$ cat src/rtl/lpm_pkg.sv
// Shared types, codes and defaults for the longest prefix match routing table.
package lpm_pkg;

   // Default table depth in routes
   localparam int unsigned ENTRIES_DEFAULT = 32;

   // Request action codes
   localparam logic [1:0] ACT_INSERT = 2'd0;
   localparam logic [1:0] ACT_LOOKUP = 2'd1;
   localparam logic [1:0] ACT_CLEAR  = 2'd2;

   // Response status codes
   localparam logic [1:0] STAT_OK      = 2'd0;
   localparam logic [1:0] STAT_NOROUTE = 2'd1;
   localparam logic [1:0] STAT_FULL    = 2'd2;

   // Request transfer payload
   typedef struct packed {
      logic [1:0]  action;
      logic [31:0] address;
      logic [31:0] route_mask;
      logic [31:0] gateway;
      logic [2:0]  port_in;
   } req_payload_type;

   // Response transfer payload
   typedef struct packed {
      logic [1:0]  status;
      logic [31:0] next_hop;
      logic [2:0]  port_out;
   } rsp_payload_type;

   // One stored route, one RAM word
   typedef struct packed {
      logic [31:0] dest;
      logic [31:0] mask;
      logic [31:0] gateway;
      logic [2:0]  port;
   } route_type;

   // Controls from the sequencer to the compare unit
   typedef struct packed {
      logic clear;   // start of a new lookup
      logic sample;  // RAM read data holds a valid route
   } scan_ctrl_type;

endpackage

$ cat src/rtl/lpm_ram.sv
// Generic single-port-write, single-port-read RAM with registered read data.
module lpm_ram #(
   parameter int unsigned WIDTH = 8,
   parameter int unsigned DEPTH = 32,
   localparam int unsigned AW   = (DEPTH > 1) ? $clog2(DEPTH) : 1
) (
   input  logic             clock,
   input  logic             wr_en,
   input  logic [AW-1:0]    wr_addr,
   input  logic [WIDTH-1:0] wr_data,
   input  logic             rd_en,
   input  logic [AW-1:0]    rd_addr,
   output logic [WIDTH-1:0] rd_data
);

   logic [WIDTH-1:0] mem_ff [DEPTH];
   logic [WIDTH-1:0] rd_data_ff;

   // Write port and registered read port
   always_ff @(posedge clock) begin
      if (wr_en) begin
         mem_ff[wr_addr] <= wr_data;
      end
      if (rd_en) begin
         rd_data_ff <= mem_ff[rd_addr];
      end
   end

   assign rd_data = rd_data_ff;

endmodule

$ cat src/rtl/lpm_scan.sv
// Compare and select unit: keeps the longest matching route seen during a lookup.
module lpm_scan
   import lpm_pkg::*;
(
   input  logic          clock,
   input  logic          reset,
   input  scan_ctrl_type ctrl,
   input  logic [31:0]   lookup_address,
   input  route_type     entry,
   output logic          found,
   output logic [31:0]   best_gateway,
   output logic [2:0]    best_port
);

   logic        found_ff;
   logic        found_in;
   logic [31:0] best_mask_ff;
   logic [31:0] best_mask_in;
   logic [31:0] gateway_ff;
   logic [31:0] gateway_in;
   logic [2:0]  port_ff;
   logic [2:0]  port_in;
   logic        hit;
   logic        take;

   // Route matches when all masked bits agree; strictly longer mask wins
   assign hit  = ((lookup_address ^ entry.dest) & entry.mask) == 32'd0;
   assign take = ctrl.sample && hit && (!found_ff || (entry.mask > best_mask_ff));

   always_comb begin
      found_in     = found_ff;
      best_mask_in = best_mask_ff;
      gateway_in   = gateway_ff;
      port_in      = port_ff;
      if (ctrl.clear) begin
         found_in   = 1'b0;
         gateway_in = 32'd0;
         port_in    = 3'd0;
      end else if (take) begin
         found_in     = 1'b1;
         best_mask_in = entry.mask;
         gateway_in   = entry.gateway;
         port_in      = entry.port;
      end
   end

   always_ff @(posedge clock) begin
      if (reset) begin
         found_ff <= 1'b0;
      end else begin
         found_ff <= found_in;
      end
      best_mask_ff <= best_mask_in;
      gateway_ff   <= gateway_in;
      port_ff      <= port_in;
   end

   assign found        = found_ff;
   assign best_gateway = gateway_ff;
   assign best_port    = port_ff;

endmodule

$ cat src/rtl/longest_prefix_match_table.sv
// Top level of the longest prefix match routing table: sequencer, route RAM, compare unit.
//
// IPv4 routing table of up to ENTRIES routes held in one RAM, one route per word
// (destination, mask, gateway, port). One request is worked on at a time. Insert,
// clear and unused actions go from the idle state straight to the done state. A
// lookup reads the stored routes in insertion order through the single RAM read
// port, one route per cycle, and on an empty table goes straight to the done
// state with no route found. A finished response sits in an output register, so
// the next request is accepted while that response waits to be taken. The first
// of several routes with the same longest mask wins. Unwritten RAM words are
// never read, so no clearing pass is needed after reset.
module longest_prefix_match_table
   import lpm_pkg::*;
#(
   parameter int unsigned ENTRIES = ENTRIES_DEFAULT
) (
   input  logic            clock,
   input  logic            reset,
   input  logic            req_valid,
   output logic            req_ready,
   input  req_payload_type req_payload,
   output logic            rsp_valid,
   input  logic            rsp_ready,
   output rsp_payload_type rsp_payload
);

   localparam int unsigned IDX_W = (ENTRIES > 1) ? $clog2(ENTRIES) : 1;
   localparam int unsigned CNT_W = $clog2(ENTRIES + 1);

   typedef enum logic [1:0] {
      S_IDLE,
      S_SCAN,
      S_DONE
   } state_type;

   state_type       state_ff;
   state_type       state_in;
   logic [CNT_W-1:0] count_ff;
   logic [CNT_W-1:0] count_in;
   logic [CNT_W-1:0] issue_ff;
   logic [CNT_W-1:0] issue_in;
   logic            data_valid_ff;
   logic            data_valid_in;
   logic            last_ff;
   logic            last_in;
   logic            lookup_ff;
   logic            lookup_in;
   logic [31:0]     address_ff;
   logic [31:0]     address_in;
   rsp_payload_type result_ff;
   rsp_payload_type result_in;
   logic            rsp_valid_ff;
   logic            rsp_valid_in;
   rsp_payload_type rsp_ff;
   rsp_payload_type rsp_in;

   logic            req_fire;
   logic            wr_en;
   logic [IDX_W-1:0] wr_addr;
   route_type       wr_data;
   logic            rd_en;
   logic [IDX_W-1:0] rd_addr;
   route_type       rd_data;
   scan_ctrl_type   scan_ctrl;
   logic            scan_found;
   logic [31:0]     scan_gateway;
   logic [2:0]      scan_port;

   assign req_ready = (state_ff == S_IDLE);
   assign req_fire  = req_valid && req_ready;

   // Route storage
   lpm_ram #(
      .WIDTH ($bits(route_type)),
      .DEPTH (ENTRIES)
   ) u_route_ram (
      .clock   (clock),
      .wr_en   (wr_en),
      .wr_addr (wr_addr),
      .wr_data (wr_data),
      .rd_en   (rd_en),
      .rd_addr (rd_addr),
      .rd_data (rd_data)
   );

   // Longest mask selection
   lpm_scan u_scan (
      .clock          (clock),
      .reset          (reset),
      .ctrl           (scan_ctrl),
      .lookup_address (address_ff),
      .entry          (rd_data),
      .found          (scan_found),
      .best_gateway   (scan_gateway),
      .best_port      (scan_port)
   );

   // Insert writes the next free word
   assign wr_addr         = count_ff[IDX_W-1:0];
   assign wr_data.dest    = req_payload.address;
   assign wr_data.mask    = req_payload.route_mask;
   assign wr_data.gateway = req_payload.gateway;
   assign wr_data.port    = req_payload.port_in;

   // Sequencer next state
   always_comb begin
      state_in        = state_ff;
      count_in        = count_ff;
      issue_in        = issue_ff;
      data_valid_in   = 1'b0;
      last_in         = last_ff;
      lookup_in       = lookup_ff;
      address_in      = address_ff;
      result_in       = result_ff;
      rsp_valid_in    = rsp_valid_ff && !rsp_ready;
      rsp_in          = rsp_ff;
      wr_en           = 1'b0;
      rd_en           = 1'b0;
      rd_addr         = '0;
      scan_ctrl.clear  = 1'b0;
      scan_ctrl.sample = 1'b0;

      unique case (state_ff)
         S_IDLE: begin
            if (req_fire) begin
               lookup_in = 1'b0;
               result_in = '{status: STAT_OK, next_hop: 32'd0, port_out: 3'd0};
               state_in  = S_DONE;
               unique case (req_payload.action)
                  ACT_INSERT: begin
                     if (count_ff < CNT_W'(ENTRIES)) begin
                        wr_en    = 1'b1;
                        count_in = count_ff + CNT_W'(1);
                     end else begin
                        result_in.status = STAT_FULL;
                     end
                  end
                  ACT_LOOKUP: begin
                     address_in = req_payload.address;
                     if (count_ff == '0) begin
                        result_in.status = STAT_NOROUTE;
                     end else begin
                        lookup_in       = 1'b1;
                        scan_ctrl.clear = 1'b1;
                        rd_en           = 1'b1;
                        rd_addr         = '0;
                        issue_in        = CNT_W'(1);
                        data_valid_in   = 1'b1;
                        last_in         = (count_ff == CNT_W'(1));
                        state_in        = S_SCAN;
                     end
                  end
                  ACT_CLEAR: begin
                     count_in = '0;
                  end
                  default: begin
                  end
               endcase
            end
         end

         S_SCAN: begin
            scan_ctrl.sample = data_valid_ff;
            // Issue the next route read while earlier data is compared
            if (issue_ff < count_ff) begin
               rd_en         = 1'b1;
               rd_addr       = issue_ff[IDX_W-1:0];
               issue_in      = issue_ff + CNT_W'(1);
               data_valid_in = 1'b1;
               last_in       = ((issue_ff + CNT_W'(1)) == count_ff);
            end
            if (data_valid_ff && last_ff) begin
               state_in = S_DONE;
            end
         end

         S_DONE: begin
            // Hand the result to the output register once it is free
            if (!rsp_valid_ff || rsp_ready) begin
               rsp_valid_in = 1'b1;
               if (lookup_ff) begin
                  rsp_in.status   = scan_found ? STAT_OK : STAT_NOROUTE;
                  rsp_in.next_hop = scan_gateway;
                  rsp_in.port_out = scan_port;
               end else begin
                  rsp_in = result_ff;
               end
               state_in = S_IDLE;
            end
         end

         default: begin
            state_in = S_IDLE;
         end
      endcase
   end

   // State and registered outputs
   always_ff @(posedge clock) begin
      if (reset) begin
         state_ff      <= S_IDLE;
         count_ff      <= '0;
         issue_ff      <= '0;
         data_valid_ff <= 1'b0;
         last_ff       <= 1'b0;
         lookup_ff     <= 1'b0;
         rsp_valid_ff  <= 1'b0;
      end else begin
         state_ff      <= state_in;
         count_ff      <= count_in;
         issue_ff      <= issue_in;
         data_valid_ff <= data_valid_in;
         last_ff       <= last_in;
         lookup_ff     <= lookup_in;
         rsp_valid_ff  <= rsp_valid_in;
      end
      address_ff <= address_in;
      result_ff  <= result_in;
      rsp_ff     <= rsp_in;
   end

   assign rsp_valid   = rsp_valid_ff;
   assign rsp_payload = rsp_ff;

endmodule

$ cat config.mk
export PLATFORM = sky130hd
export DESIGN_NAME = longest_prefix_match_table
export DESIGN_NICKNAME = d
export VERILOG_FILES = /design/src/rtl/lpm_pkg.sv /design/src/rtl/lpm_ram.sv /design/src/rtl/lpm_scan.sv /design/src/rtl/longest_prefix_match_table.sv
export SDC_FILE = /design/constraint.sdc
export NUM_CORES = 2
export LEC_CHECK = 0
export ABC_AREA = 0
export BUFFER_PORTS_ARGS = -buffer_cell sky130_fd_sc_hd__buf_2
export CAP_MARGIN = 20
export CORE_MARGIN = 1.5
export CORE_UTILIZATION = 51
export CTS_CLUSTER_DIAMETER = 100
export DETAILED_ROUTE_END_ITERATION = 16
export GPL_TIMING_DRIVEN = 0
export PLACE_DENSITY = 0.67
export SLEW_MARGIN = 20
export SYNTH_ARGS = -nofsm -noshare
export SYNTH_HDL_FRONTEND = slang
export SYNTH_HIERARCHICAL = 1
export SYNTH_SLANG_ARGS = --single-unit
export TNS_END_PERCENT = 5
$ cat constraint.sdc
create_clock -name clock -period 11 [get_ports clock]
set_input_delay 2.2 -clock clock [delete_from_list [all_inputs] [get_ports clock]]
set_output_delay 2.2 -clock clock [all_outputs]
set_load 0.005 [all_outputs]
# Yosys cells after proc, flatten, opt, wreduce, memory -nomap -nowiden
# Memories as Yosys holds them, arrays and structs flattened. A register that Yosys moved wholly into a read port is not among the register bits.
# Index checks and enable logic that the tools add are counted.
# op_classes
shift,0
n_lt_le_gt_ge,3
eq_ne,13
n_reduce_logical,24
bitwise_logic,3
n_addsub,2
n_div,0
n_mul,0
muxes,40
# op_table
op,n
37-bit two-way mux,1
32-bit bitwise AND,1
32-bit greater-than comparator,1
32-bit logical NOT,1
32-bit XOR,1
6-bit two-way mux,5
6-bit one-hot mux with 2 select lines,2
1-bit two-way mux,20
6-bit by 1-bit adder with 6-bit output (second input constant),2
2-bit two-way mux,6
5-bit two-way mux,2
2-bit inequality test (second input constant),5
6-bit by 1-bit equality test with 1-bit output (second input constant),1
6-bit equality test,1
6-bit logical NOT,1
6-bit < comparator,1
6-bit < comparator (second input constant),1
2-bit one-hot mux with 3 select lines,1
2-bit AND reduction,3
3-bit AND reduction,2
1-bit logical AND,5
5-bit AND reduction,1
2-bit by 1-bit equality test with 1-bit output (second input constant),2
2-bit equality test (second input constant),2
10 further kinds,17
# word_totals
n_memories,1
ram_bits,3168
regBits,157
input_bits,105
wordCells,102
latchBits,0
mem_bits_ro,0
# memory_table
memory,depth,word_bits,rd,rd_ports_with_merged_regs,wr,line,text
u_route_ram.mem_ff,32,99,1,1,1,lpm_ram.sv:16,logic [WIDTH-1:0] mem_ff [DEPTH];

# Logic depth before layout (Yosys ltp)
# depth
ltp_word,7
ltp_mapped,15

# Hierarchy
# The synthesis kept the hierarchy.
# by_module_without_submodules
mod,area_each_um2,instances,seq_area_each_um2,cells_each
lpm_ram,123333.3,1,98104.1,5792
longest_prefix_match_table,3634.7,1,2492.4,262
lpm_scan,3609.7,1,1681.6,362

# Worst setup path after synthesis
# No wires, ideal clock.
# synth_timing
kind,in2reg
start,in req_valid
end,"mem u_route_ram/mem_ff[12][0] (netlist name), enable pin"
setup_time_ns,0.558
cell_stages,6
arrival_time_ns,7.849
setup_slack_ns,2.593
n_path_buf,1
path_cell_list,or3b_4 or2_4 nor3_4 or3b_2 clkbuf_1 nor2_1
# synth_between
elab_chain_len,5
# synth_lines
item,line,text
"start, declared",longest_prefix_match_table.sv:19,"input logic req_valid,"
1-bit logical AND,longest_prefix_match_table.sv:70,assign req_fire = req_valid && req_ready;
1-bit two-way mux,longest_prefix_match_table.sv:125,if (req_fire) begin
1-bit two-way mux,longest_prefix_match_table.sv:123,unique case (state_ff)
net wr_en,longest_prefix_match_table.sv:58,logic wr_en;
1-bit two-way mux,lpm_ram.sv:21,if (wr_en) begin
1-bit two-way mux (implied by the code),lpm_ram.sv:22,mem_ff[wr_addr] <= wr_data;
"end, declared",lpm_ram.sv:16,
# The timed path passes the listed nets, and every way through them passes these cells.

# Final worst setup path
# layout_timing
start,reg count_ff[4]
end,"reg u_route_ram.rd_data_ff[21], in the netlist u_route_ram/rd_data[21], read port of u_route_ram.mem_ff, data pin"
# layout_between
elab_cells_between_ends,9
# layout_rtl
item,line,text
"start, declared",longest_prefix_match_table.sv:38,logic [CNT_W-1:0] count_ff;
"start signal, assigned",longest_prefix_match_table.sv:210,count_ff <= count_in;
6-bit < comparator,longest_prefix_match_table.sv:165,if (issue_ff < count_ff) begin
5-bit two-way mux,longest_prefix_match_table.sv:165,
5-bit two-way mux,n/a,
net rd_addr[2],longest_prefix_match_table.sv:62,logic [IDX_W-1:0] rd_addr;
"end, declared",lpm_ram.sv:17,logic [WIDTH-1:0] rd_data_ff;
# The timed path passes the listed nets, and every way through them passes these cells.
# A chain may end at the register's enable or synchronous reset.

==> metrics.md <==
| Metric | Value |
|---|---|
| Total GRT Usage | `0.279` |
| First-pass GRT wire length | `506000 um` |
| Num rows | `185` |
| Worst-Margin Slew | `1.27 ns` |
| Core area | `254000 um2` |
| DRT iter0 DRCs | `8985` |
| Post-synth EDFFs | `3370` |
| DIE HEIGHT | `509 um` |
| Clk_lat worst skew | `0.98 ns` |
| Setup Buffers After CTS | `0` |
| Synthesis-to-layout area growth | `16.2%` |
| Routed vias | `69100` |
| Most used DFF post-synth | `edfxtp_1` |
| F_max | `145 MHz` |
| Yosys cell types | `70` |
| Power per cell area | `174 nW/um2` |
| CTS clock-pin slew for the worst setup and hold paths | `0.06 ns` |
| Clk sinks | `3424` |
| Post-synthesis cell area | `131000 um2` |
| Relative slew slack | `0.150` |
| Hold-fix buffers, CTS | `0` |
| Cell mode on critical path | `buf_2` |
| Util after Layout | `0.596` |
| Crit-path leading delay family | `buffers and inverters` |
| RD Place Congestion | `0.831` |
| Vias/cell | `6.41` |
| Post-route ant nets | `0` |
| Initial core utilization | `0.513` |
| RSZ-0062 raised after global routing | `no` |
| Post-CTS sizing | `0` |
| CTS tree | `yes` |
| Max incr delay on CP | `0.76 ns` |
| Max-capacitance violation count | `0` |
| First-pass detailed-route iteration total | `6` |
| I/O Pins | `144` |
| Hold crit path type | `reg2reg` |
| Synth async-reset ratio | `0` |
| Fin crit period | `6.88 ns` |
| Mapped Nets | `6561` |
| Final HPWL DP | `245000 um` |
| Largest net degree at the start of global routing | `61` |
| IO Port Bufs | `143` |
| Crit path buf inv count | `6` |
| Final Skew | `0.0594 ns` |
| Worst Setup End Kind | `flip-flop` |
| Crit Path Class | `reg2reg` |
| Final WL | `362000 um` |
| Sequential fraction of the synthesis area | `0.783` |
| Cells after synthesis | `6416` |
| Max clock buf depth | `4` |
| Worst path required time | `11.45 ns` |
| Total CTS buffers | `351` |
| Pwr Total | `0.0264 W` |
| CP Cell Sequence | `inv_1 > ha_1 > a21o_1 > a2111oi_2 > o21a_2 > buf_2 > and2_1 > buf_4 > buf_2 > buf_2 > buf_2 > mux4_2 > a22oi_1 > nand4_1` |
| Die ar. | `259000 um2` |
| Share of post-route cells with drive strength above 1 | `0.204` |
| Final setup fails | `0` |
| Net count reported at finish | `7272` |
| Crit start category | `flip-flop` |
| Residual DRC | `0` |
| Mapped Avg Cell Area | `20.4 um2` |
| Vias in the first global route | `67400` |
| Arrival time at the worst endpoint | `7.33 ns` |
| Final hold violations | `0` |
| H-tree levels | `5` |
| CP max FO | `11` |
| Total congestion overflow | `0` |
| Ys Warns | `6` |
| Outcome | `finished, final reports clean` |
| CP max-delay cell | `buf_2` |
| #FFs+latches synth | `3424` |
| Root buf cell | `clkbuf_16` |
| Die Wd | `509 um` |
| Initial antenna violation count | `38` |
| Pleak | `46.5 nW` |
| Fin crit share | `0.626` |
| Slew Limit Fails | `0` |
| Wire per inst | `33.6 um` |
| VDD IR-drop max | `0.193 mV` |
## where the power goes
part	leakage [nW]	internal (W)	switching, W	total [W]
combinational	10.3	0.0000722	0.000264	0.000336
clock	5.40	0.00680	0.00479	0.0116
sequential	30.8	0.0144	0.0000385	0.0144
## worst register-to-register path, stage by stage, from the launching register on
cell and delay [ns]:
dfxtp_1 0.62, inv_1 0.18, ha_1 0.36, a21o_1 0.20, a2111oi_2 0.34, o21a_2 0.24, buf_2 0.21, and2_1 0.42
buf_4 0.39, buf_2 0.76, buf_2 0.61, buf_2 0.70, mux4_2 0.43, a22oi_1 0.23, nand4_1 0.68
## per-stage QoR
step | setup TNS (ns) | hold WS [ns] | worst slack [ns] | area [um2] | cells
2_1_floorplan | 0 | 0.449 | 2.59 | 131000 | 6416
3_3_place_gp | -9420.75 | 0.457 | -3.76 | 136000 | 9925
3_5_place_dp | 0 | 0.465 | 4.26 | 141000 | 10100
4_1_cts | 0 | 0.474 | 4.24 | 152000 | 10800
5_1_grt | 0 | 0.500 | 4.12 | 152000 | 10800
6_report | 0 | 0.475 | 4.12 | 152000 | 10800
## registers in the layout, summed over array words and instances, names as in the netlist, 6 cells and up
name	cells
u_route_ram/mem_ff	3168
u_route_ram/rd_data	99
rsp_payload	37
address_ff	32
u_scan/best_gateway	32
u_scan/best_mask_ff	32
count_ff	6
issue_ff	6
## synthesized netlist by cell type (2+ instances only)
master / instances / area share
nor4_1: 2 / 0.000096
nand4_1: 62 / 0.0030
a22oi_1: 531 / 0.031
nor2b_1: 20 / 0.00096
nor2_4: 3 / 0.00026
nand3b_1: 9 / 0.00052
and3_1: 3 / 0.00014
nand2_1: 37 / 0.0011
buf_4: 53 / 0.0030
dfxtp_1: 54 / 0.0083
and2_1: 55 / 0.0026
and4_1: 5 / 0.00034
clkbuf_1: 128 / 0.0037
o31ai_1: 3 / 0.00017
buf_2: 131 / 0.0050
a31oi_1: 52 / 0.0025
or3b_2: 2 / 0.00013
nor2_1: 64 / 0.0018
a21o_1: 3 / 0.00017
xor2_1: 33 / 0.0022
or3_1: 2 / 0.000096
nand3_1: 246 / 0.0094
ha_1: 40 / 0.0038
nand2_2: 2 / 0.000096
buf_1: 15 / 0.00043
o21ai_1: 9 / 0.00034
nor2_2: 3 / 0.00014
a22o_1: 51 / 0.0034
a21boi_0: 2 / 0.00011
a21oi_1: 85 / 0.0033
nand2b_1: 5 / 0.00024
inv_1: 40 / 0.0011
xnor2_1: 9 / 0.00060
buf_6: 23 / 0.0020
mux2i_1: 791 / 0.061
o21ai_0: 36 / 0.0014
mux4_2: 397 / 0.068
nor3_1: 9 / 0.00034
edfxtp_1: 3370 / 0.77
## cell usage in the layout, fill, tap and decap left out, drive strengths merged, types with 70 or more instances in the layout
cell type     n
a21oi        85
nor2         70
clkinv      133
edfxtp     3370
mux2i       791
mux4        397
a22oi       531
clkbuf      571
buf         580
nand3       247
## layout make-up
type	instances	area, um2
Multi-Input combinational cell	2597	26500
Clock inverter	180	1730
Fill cell	17800	103000
Clock buffer	441	9350
Antenna cell	15	37.5
Sequential cell	3424	102000
Inverter	43	170
Tap cell	3366	4210
Buffer	352	1880
Timing Repair Buffer	358	5530
## cell families (layout without fill, tap and decap cells)
| kind of cell | after synthesis | count (layout) | synth area share |
|---|---|---|---|
| fa+ha+maj | 40 | 40 | 0.00383 |
| compound gates | 786 | 786 | 0.0431 |
| buf+inv | 395 | 1374 | 0.0155 |
| other cells | 0 | 15 | 0 |
| simple gates | 540 | 540 | 0.0223 |
| mux | 1189 | 1189 | 0.129 |
| xor+xnor | 42 | 42 | 0.00282 |
| flops | 3424 | 3424 | 0.783 |
## metal layers
metal	GRT usage	vias to the layer above	part of all wire
met3	0.0555	720	0.10
met1	0.378	36300	0.38
met2	0.444	3980	0.48
li1	-	28100	-
met5	0	-	0.00014
met4	0.119	8	0.045
## final timing paths
kind / start / endpoint / slack [ns] / cells past startpoint
max: count_ff[4] / u_route_ram/rd_data[21] / 4.12 / 14
min: u_scan/best_gateway[23] / u_scan/best_gateway[23] / 0.48 / 2
max reg2reg: count_ff[4] / u_route_ram/rd_data[21] / 4.12 / 14
min reg2reg: u_scan/best_gateway[23] / u_scan/best_gateway[23] / 0.48 / 2
Power figures use the tool's default switching activity.
